## config.mk

```make
export PLATFORM = sky130hd
export DESIGN_NAME = afl_mac
export DESIGN_NICKNAME = d
export VERILOG_FILES = /design/src/rtl/core/afl_pkg.sv /design/src/rtl/core/afl_mac.sv
export SDC_FILE = /design/constraint.sdc
export NUM_CORES = 1
export LEC_CHECK = 0
export ABC_AREA = 1
export BUFFER_PORTS_ARGS = -buffer_cell sky130_fd_sc_hd__buf_2
export CAP_MARGIN = 15
export CORE_ASPECT_RATIO = 0.75
export CORE_MARGIN = 8
export CORE_UTILIZATION = 46
export CTS_BUF_LIST = sky130_fd_sc_hd__clkbuf_16
export DETAILED_ROUTE_END_ITERATION = 8
export HOLD_SLACK_MARGIN = 0.15
export PLACE_DENSITY = 0.75
export SKIP_CTS_REPAIR_TIMING = 1
export SLEW_MARGIN = 10
export SYNTH_ARGS = -nofsm -noshare
export SYNTH_HDL_FRONTEND = slang
export SYNTH_SLANG_ARGS = --single-unit
```

## constraint.sdc

```tcl
create_clock -name clk -period 8.1 [get_ports clk]
set_input_delay 1.62 -clock clk [delete_from_list [all_inputs] [get_ports clk]]
set_output_delay 1.62 -clock clk [all_outputs]
set_load 0.02 [all_outputs]
```

## src/rtl/core/afl_pkg.sv

```systemverilog
`default_nettype none
// ----------------------------------------------------------------------------
// afl_pkg: shared definitions of the audio flanger
// Widths, constants, sequencer states and the control bundle of the shared
// multiply-accumulate unit.
// ----------------------------------------------------------------------------
package afl_pkg;

  // Delay line geometry. The depth must be a power of two.
  localparam int LINE_DEPTH  = 1024;
  localparam int STORE_WIDTH = 24;
  localparam int ADDR_W      = $clog2(LINE_DEPTH);

  // Fixed field widths.
  localparam int SAMPLE_W   = 16;
  localparam int GAIN_W     = 16;
  localparam int STEP_W     = 16;
  localparam int LEN_W      = 10;
  localparam int CFG_IDX_W  = 3;
  localparam int CFG_DATA_W = 16;

  // Sweep position: 16.16 fixed point; the step register is one bit wider so it can hold a negated step.
  localparam int POS_W      = 32;
  localparam int FRAC_W     = 16;
  localparam int STEP_REG_W = STEP_W + 1;
  localparam int WEIGHT_ONE = 1 << FRAC_W;

  // Blended tap sum and its split for the shared multiplier.
  localparam int SUM_W = STORE_WIDTH + FRAC_W;
  localparam int LO_W  = SUM_W / 2;
  localparam int HI_W  = SUM_W - LO_W;

  // Shared multiplier operands and accumulator.
  localparam int MAC_A_W = ((STORE_WIDTH > LO_W) ? STORE_WIDTH : LO_W) + 1;
  localparam int MAC_B_W = FRAC_W + 2;
  localparam int PROD_W  = MAC_A_W + MAC_B_W;
  localparam int ACC_W   = SUM_W + GAIN_W + 2;

  // Q2.14 gains times Q.16 sums are scaled down by 2^30.
  localparam int FRAC_SH = 30;
  localparam int Q_W     = ACC_W - FRAC_SH;

  // Sweep range arithmetic.
  localparam int RNG_W = ((ADDR_W > LEN_W) ? ADDR_W : LEN_W) + 2;
  localparam int CMP_W = (RNG_W > FRAC_W) ? RNG_W : FRAC_W + 1;

  localparam int OUT_LIMIT = 32000;

  typedef enum logic [3:0] {
    S_IDLE,
    S_MULN,
    S_MULF,
    S_FBLO,
    S_FBHI,
    S_WETLO,
    S_WETHI,
    S_DRY,
    S_DONE
  } afl_state_t;

  typedef enum logic [CFG_IDX_W-1:0] {
    REG_SWEEP_STEP,
    REG_DEPTH,
    REG_DELAY,
    REG_DRY_GAIN,
    REG_WET_GAIN,
    REG_FB_GAIN
  } afl_reg_t;

  // Product alignment before accumulation.
  typedef enum logic [1:0] {
    SH_NONE,
    SH_FRAC,
    SH_HI
  } mac_shift_t;

  typedef struct packed {
    logic       en;
    logic       clear;
    mac_shift_t shift;
  } mac_ctrl_t;

endpackage
`default_nettype wire

```

## src/rtl/core/afl_mac.sv

```systemverilog
`default_nettype none
// ----------------------------------------------------------------------------
// afl_mac: shared multiply-accumulate unit
// One signed multiplier whose aligned product is added either to the running
// accumulator or to a preload value.
// ----------------------------------------------------------------------------
module afl_mac (
  input  wire logic                               clk,
  input  wire afl_pkg::mac_ctrl_t                 ctrl,
  input  wire logic signed [afl_pkg::MAC_A_W-1:0] op_a,
  input  wire logic signed [afl_pkg::MAC_B_W-1:0] op_b,
  input  wire logic signed [afl_pkg::ACC_W-1:0]   base,
  output logic signed [afl_pkg::ACC_W-1:0]        acc
);
  import afl_pkg::*;

  logic signed [PROD_W-1:0] prod;
  logic signed [ACC_W-1:0]  prod_x;
  logic signed [ACC_W-1:0]  term;
  logic signed [ACC_W-1:0]  acc_r;
  logic signed [ACC_W-1:0]  acc_nxt;

  assign prod   = op_a * op_b;
  assign prod_x = {{(ACC_W-PROD_W){prod[PROD_W-1]}}, prod};

  always_comb begin
    case (ctrl.shift)
      SH_NONE: term = prod_x;
      SH_FRAC: term = prod_x <<< FRAC_W;
      SH_HI:   term = prod_x <<< LO_W;
      default: term = prod_x;
    endcase
    acc_nxt = (ctrl.clear ? base : acc_r) + term;
  end

  always_ff @(posedge clk) begin
    if (ctrl.en) begin
      acc_r <= acc_nxt;
    end
  end

  assign acc = acc_r;

endmodule
`default_nettype wire

```

==> results of run 1 <==
[worst reg2reg max path, cell delays in order (launching register included)]
cell and delay, ps:
sky130_fd_sc_hd__edfxtp_1 380, sky130_fd_sc_hd__mux2_2 280, sky130_fd_sc_hd__ha_1 260, sky130_fd_sc_hd__fa_1 570, sky130_fd_sc_hd__nand3_1 130, sky130_fd_sc_hd__nand2_1 170, sky130_fd_sc_hd__a21boi_2 320, sky130_fd_sc_hd__o21ai_1 170
sky130_fd_sc_hd__nand2_1 110, sky130_fd_sc_hd__nand2_2 100, sky130_fd_sc_hd__buf_4 160, sky130_fd_sc_hd__a21o_1 210, sky130_fd_sc_hd__buf_4 150, sky130_fd_sc_hd__xor2_1 130
[per-layer routing]
layer | GRT usage | wire, um | vias to the layer above
met5 | 0 | 0 | -
li1 | - | - | 11200
met1 | 0.374 | 35600 | 11800
met2 | 0.402 | 37900 | 1217
met3 | 0.0607 | 8440 | 174
met4 | 0.0549 | 2370 | 0
[stage by stage]
stage | instance area, um^2 | setup WS [ps] | std cells | setup TNS [ps] | util
6_report | 33000 | -593 | 4690 | -11490 | 0.624
5_1_grt | 33000 | -824 | 4690 | -21580 | 0.624
3_5_place_dp | 29800 | -1190 | 4608 | -36720 | 0.564
2_1_floorplan | 24900 | -17.0 | 3353 | -17.0 | -
3_3_place_gp | 29800 | -1170 | 4608 | -35920 | 0.564
4_1_cts | 30100 | -883 | 4624 | -22990 | 0.569
[worst paths after layout]
path                       end
max          acc[45]$_DFFE_PP_
min           acc[0]$_DFFE_PP_
max reg2reg  acc[32]$_DFFE_PP_
min reg2reg   acc[0]$_DFFE_PP_
[cells in the mapped netlist, drive strengths merged]
library cell	n
o21ai	91
o221ai	11
nor4	3
and2	1
and3	3
or2	14
nand2b	1
ha	166
a21o	10
a21boi	5
nand3	131
a31oi	12
nand4	24
edfxtp	58
o211ai	12
mux2	57
buf	25
xor2	41
a211oi	4
nor2	223
nor3	15
o21a	6
o21bai	16
o22ai	2
nand2	831
a22oi	2
a21oi	121
nand3b	7
fa	442
clkbuf	97
inv	895
o2111ai	1
xnor2	26
[cell type report]
type / instances / area [um^2]
tap: 712 / 891
timing repair buffer: 730 / 5480
fill: 4370 / 19900
clock inverter: 7 / 37.5
clock buffer: 9 / 225
multi-input combinational: 2279 / 21300
inverter: 895 / 3370
sequential: 58 / 1740
[kinds of logic after synthesis]
kind of cell / after synthesis / synth area share
AOI/OAI and AO/OA: 293 / 0.0689
buffers and inverters: 1017 / 0.156
adders and majority gates: 608 / 0.445
muxes: 57 / 0.0261
DFF: 58 / 0.0709
xor gates and xnor gates: 67 / 0.0239
and+or+nand+nor: 1253 / 0.209
==> summary.md, run 1 <==
| Metric | Value |
|---|---|
| # port buffers | 163 |
| Final nets | 4687 |
| Cells after Synth | 3353 |
| Synth top area cells | sky130_fd_sc_hd__fa_1 36%, sky130_fd_sc_hd__inv_1 14%, sky130_fd_sc_hd__nand2_1 13% |
| Slew at the pin with the worst max-slew slack | 1110 ps |
| Number of cells on the worst reg-to-reg path | 13 |
| Worst Setup End Kind | register |
| Iter 0 DRT Violations | 2635 |
| Max H-tree Level | 3 |
| Total half-perimeter wirelength after legalization and detailed placement | 69500 um |
| Worst Setup SP | op_b[9] |
| Worst Skew | 9.80 ps |
| Number of rows in the core area | 73 |
| Biggest cell delay along the critical path | 550 ps |
| Worst EP required | 8170 ps |
| Cell type with the largest total area after synthesis | sky130_fd_sc_hd__fa_1 |
| Top Ports | 164 |
| Reg clk slew, reported paths | 60 ps |
| Count of yosys warnings during synthesis | 0 |
| Drt drc | 0 |
| R2R Setup Slk | 4720 ps |
| Cell with the largest stage delay on the worst path | sky130_fd_sc_hd__fa_1 |
| Routability congestion estimate from global placement | 1.01 |
| CTS tree | built |
| Critical Path Source Type | primary input |
| Die area | 61100 um^2 |
| Drt total wl | 84300 um |
| Average via count per standard cell | 5.20 |
| Min cycle time layout | 8690 ps |
| Post-detailed-route count of antenna-violating nets | 0 |
| Max Buffers Root-to-Sink | 2 |
| Outcome | finished, violations left |
| Flip-flop and latch count after synthesis | 58 |
| Leading cell type in the layout, fill and taps excluded | sky130_fd_sc_hd__inv_1 |
| Mean Syn Cell Area | 7.33 um^2 |
| Hold path depth | 2 |
| Root buffer cell | sky130_fd_sc_hd__clkbuf_16 |
| Largest driver fanout on the critical path | 8 |
| Die Y-Extent | 216 um |
| Violations in the final reports | setup timing |
| Final hold vios | 0 |
| Sum of buffers and inverters on the critical path | 11 |
| Antenna violations before repair | 0 |
| Slew headroom | 0.256 |
| Via count | 24400 |
| Post-synthesis net count | 4067 |
| Max-Cap Viols | 0 |
| Setup Crit Path Kind | primary input to register |
| Levels on crit path | 35 |
| Source of the worst hold timing path | acc[0]$_DFFE_PP_ |
| Fraction of the cycle the final worst path needs | 1.07 |
| FMAX | 115 MHz |
| Fin worst setup slack | -593 ps |
| Hold crit path type | register to register |
| Average wire length per cell after detail routing | 18.0 um |
| GRT Util Overall | 0.261 |
| Gate family responsible for the most delay along the worst path | adder cells |
| Sequential share of the synthesized area | 0.0709 |
| Pin count of the biggest net entering global routing | 59 |
| Final max-slew violation count | 0 |
| Share of post-route cells with drive strength above 1 | 0.326 |
| Starting density of the core | 0.465 |
| R2R Path Start | acc[0]$_DFFE_PP_ |
| Num CTS Buffers | 9 |
| Distinct cell type count of the synthesized netlist | 45 |
| Clock sink total | 58 |
| Overflow left after global routing | 0 |
| Library cell appearing most often on the critical path | sky130_fd_sc_hd__fa_1 |
| Wire length of the first global-routing pass | 128000 um |
| Final Setup Violations | 39 |
| Post-synthesis cell area | 24600 um^2 |
| Share of the synthesized area in the top cell type | 0.360 |
| Setup repair after global routing missed its margin | yes |
| Die extent in x | 283 um |
| Data arrival time at the worst-slack endpoint | 8760 ps |
| Max reg flops | 58 |
| Worst Hold Margin | 724 ps |
| Antenna diodes | 0 |
| Core footprint | 52900 um^2 |
| Vias in the first global route | 24100 |
| Number of detailed-route iterations in the first pass | 6 |
| Most used cells in the layout excluding fill and tap cells | 846 x sky130_fd_sc_hd__inv_1, 739 x sky130_fd_sc_hd__nand2_1, 544 x sky130_fd_sc_hd__buf_4 |
| Clock latency at the later pin of the worst-skew pair | 340 ps |
| Area growth syn-to-layout | 34.4% |
Power of run 1 is left out: the tool's default activity adds up to more than one toggle a clock period on the data nets, which glitch-free logic cannot reach.
==> inputs of run 2 (changes only) <==
--- a/config.mk
+++ b/config.mk
@@ -6,7 +6,7 @@
 export NUM_CORES = 1
 export LEC_CHECK = 0
 export ABC_AREA = 1
-export BUFFER_PORTS_ARGS = -buffer_cell sky130_fd_sc_hd__buf_2
+export BUFFER_PORTS_ARGS = -buffer_cell sky130_fd_sc_hd__buf_4
 export CAP_MARGIN = 15
 export CORE_ASPECT_RATIO = 0.75
 export CORE_MARGIN = 8
==> summary.md, run 2 (synthesized netlist as in run 1, its figures left out) <==
| Metric | Value |
|---|---|
| Slew at the pin with the worst max-slew slack | 1020 ps (was 1110 ps) |
| Fraction of the cycle the final worst path needs | 1.06 (was 1.07) |
| Fin worst setup slack | -449 ps (was -593 ps) |
| Setup repair after global routing missed its margin | yes (unchanged) |
| Max reg flops | 58 (unchanged) |
| FMAX | 117 MHz (was 115 MHz) |
| Reg clk slew, reported paths | 60 ps (about the same) |
| Setup Crit Path Kind | primary input to register (unchanged) |
| Cell with the largest stage delay on the worst path | sky130_fd_sc_hd__fa_1 (unchanged) |
| Via count | 24000 (was 24400) |
| Number of rows in the core area | 73 (unchanged) |
| Max Buffers Root-to-Sink | 2 (unchanged) |
| Routability congestion estimate from global placement | 0.988 (was 1.01) |
| Antenna diodes | 0 (unchanged) |
| Top Ports | 164 (unchanged) |
| Data arrival time at the worst-slack endpoint | 8640 ps (was 8760 ps) |
| Largest driver fanout on the critical path | 15 (was 8) |
| Gate family responsible for the most delay along the worst path | adder cells (unchanged) |
| Slew headroom | 0.321 (was 0.256) |
| Starting density of the core | 0.465 (unchanged) |
| Critical Path Source Type | primary input (unchanged) |
| Vias in the first global route | 24100 (about the same) |
| Pin count of the biggest net entering global routing | 60 (was 59) |
| Clock latency at the later pin of the worst-skew pair | 340 ps (about the same) |
| Die extent in x | 283 um (unchanged) |
| Final Setup Violations | 38 (was 39) |
| Final max-slew violation count | 0 (unchanged) |
| Average wire length per cell after detail routing | 17.7 um (was 18.0 um) |
| Max H-tree Level | 3 (unchanged) |
| Iter 0 DRT Violations | 2195 (was 2635) |
| Antenna violations before repair | 0 (unchanged) |
| Biggest cell delay along the critical path | 580 ps (was 550 ps) |
| Die Y-Extent | 216 um (unchanged) |
| Total half-perimeter wirelength after legalization and detailed placement | 69500 um (about the same) |
| Core footprint | 52900 um^2 (unchanged) |
| CTS tree | built (unchanged) |
| Outcome | finished, violations left (unchanged) |
| Leading cell type in the layout, fill and taps excluded | sky130_fd_sc_hd__inv_1 (unchanged) |
| Post-detailed-route count of antenna-violating nets | 0 (unchanged) |
| Hold crit path type | register to register (unchanged) |
| Wire length of the first global-routing pass | 127000 um (was 128000 um) |
| Worst Hold Margin | 754 ps (was 724 ps) |
| Share of post-route cells with drive strength above 1 | 0.316 (was 0.326) |
| Worst EP required | 8190 ps (was 8170 ps) |
| Sum of buffers and inverters on the critical path | 10 (was 11) |
| Worst Setup End Kind | register (unchanged) |
| Final cell utilization of the core | 0.625 (was 0.624) |
| Die area | 61100 um^2 (unchanged) |
| Area growth syn-to-layout | 34.6% (was 34.4%) |
| GRT Util Overall | 0.260 (was 0.261) |
| Drt drc | 0 (unchanged) |
| Number of detailed-route iterations in the first pass | 7 (was 6) |
| Min cycle time layout | 8550 ps (was 8690 ps) |
| Root buffer cell | sky130_fd_sc_hd__clkbuf_16 (unchanged) |
| Overflow left after global routing | 0 (unchanged) |
| Num CTS Buffers | 9 (unchanged) |
| Worst Skew | 7.27 ps (was 9.80 ps) |
| Average via count per standard cell | 5.14 (was 5.20) |
| # port buffers | 163 (unchanged) |
| Most used cells in the layout excluding fill and tap cells | 855 x sky130_fd_sc_hd__inv_1, 747 x sky130_fd_sc_hd__nand2_1, 666 x sky130_fd_sc_hd__buf_4 (was 846 x sky130_fd_sc_hd__inv_1, 739 x sky130_fd_sc_hd__nand2_1, 544 x sky130_fd_sc_hd__buf_4) |
| Drt total wl | 82900 um (was 84300 um) |
| Final hold vios | 0 (unchanged) |
| Violations in the final reports | setup timing (unchanged) |
| Max-Cap Viols | 0 (unchanged) |
| Final nets | 4672 (was 4687) |
| Clock sink total | 58 (unchanged) |
==> run 2: cell types whose count changed in the layout (fill, tap and decap cells not counted), sizes merged <==
cell      delta
clkbuf      -11
buf          -3
clkinvlp     +1
nand3        -1
clkinv       -1
==> run 2: worst paths after layout <==
path                                        from           endpoint  slack (ps)  depth (start not counted)
worst min register to register  acc[0]$_DFFE_PP_   acc[0]$_DFFE_PP_         750                          2
worst max-delay path                    op_b[17]  acc[48]$_DFFE_PP_        -450                         38
worst max register to register  acc[0]$_DFFE_PP_  acc[56]$_DFFE_PP_        4820                         15
worst min-delay path            acc[0]$_DFFE_PP_   acc[0]$_DFFE_PP_         750                          2
==> run 2: metal layers <==
metal,global-route usage,routed length [um]
met5,0,0
met4,0.0447,1760
met3,0.0571,8100
met2,0.404,37700
met1,0.373,35400
==> run 2: stage by stage <==
stage	TNS (ps)	instance area, um^2	setup WS [ps]	cells
final	-10110	33100	-449	4675
after global routing	-21240	33100	-747	4675
after CTS	-20040	30500	-751	4624
after detailed placement	-33960	30200	-1080	4608
after global placement	-31840	30200	-1040	4608
after floorplan	-17.0	24900	-17.0	3353
==> run 2: worst register-to-register path: cells and delay by family (launching register included) <==
kind	cells	cell delay (ps)
flops	1	390
simple gates	10	1010
mux	1	280
compound gates	2	520
fa+ha+maj	2	840
==> run 2: layout make-up <==
class,instances,area (um^2)
sequential,58,1740
fill,4452,19800
tap,712,891
multi-input combinational,2278,21100
timing repair buffer,716,5740
clock inverter,7,47.5
inverter,895,3370
clock buffer,9,225
Power of run 2 is left out for the same reason.
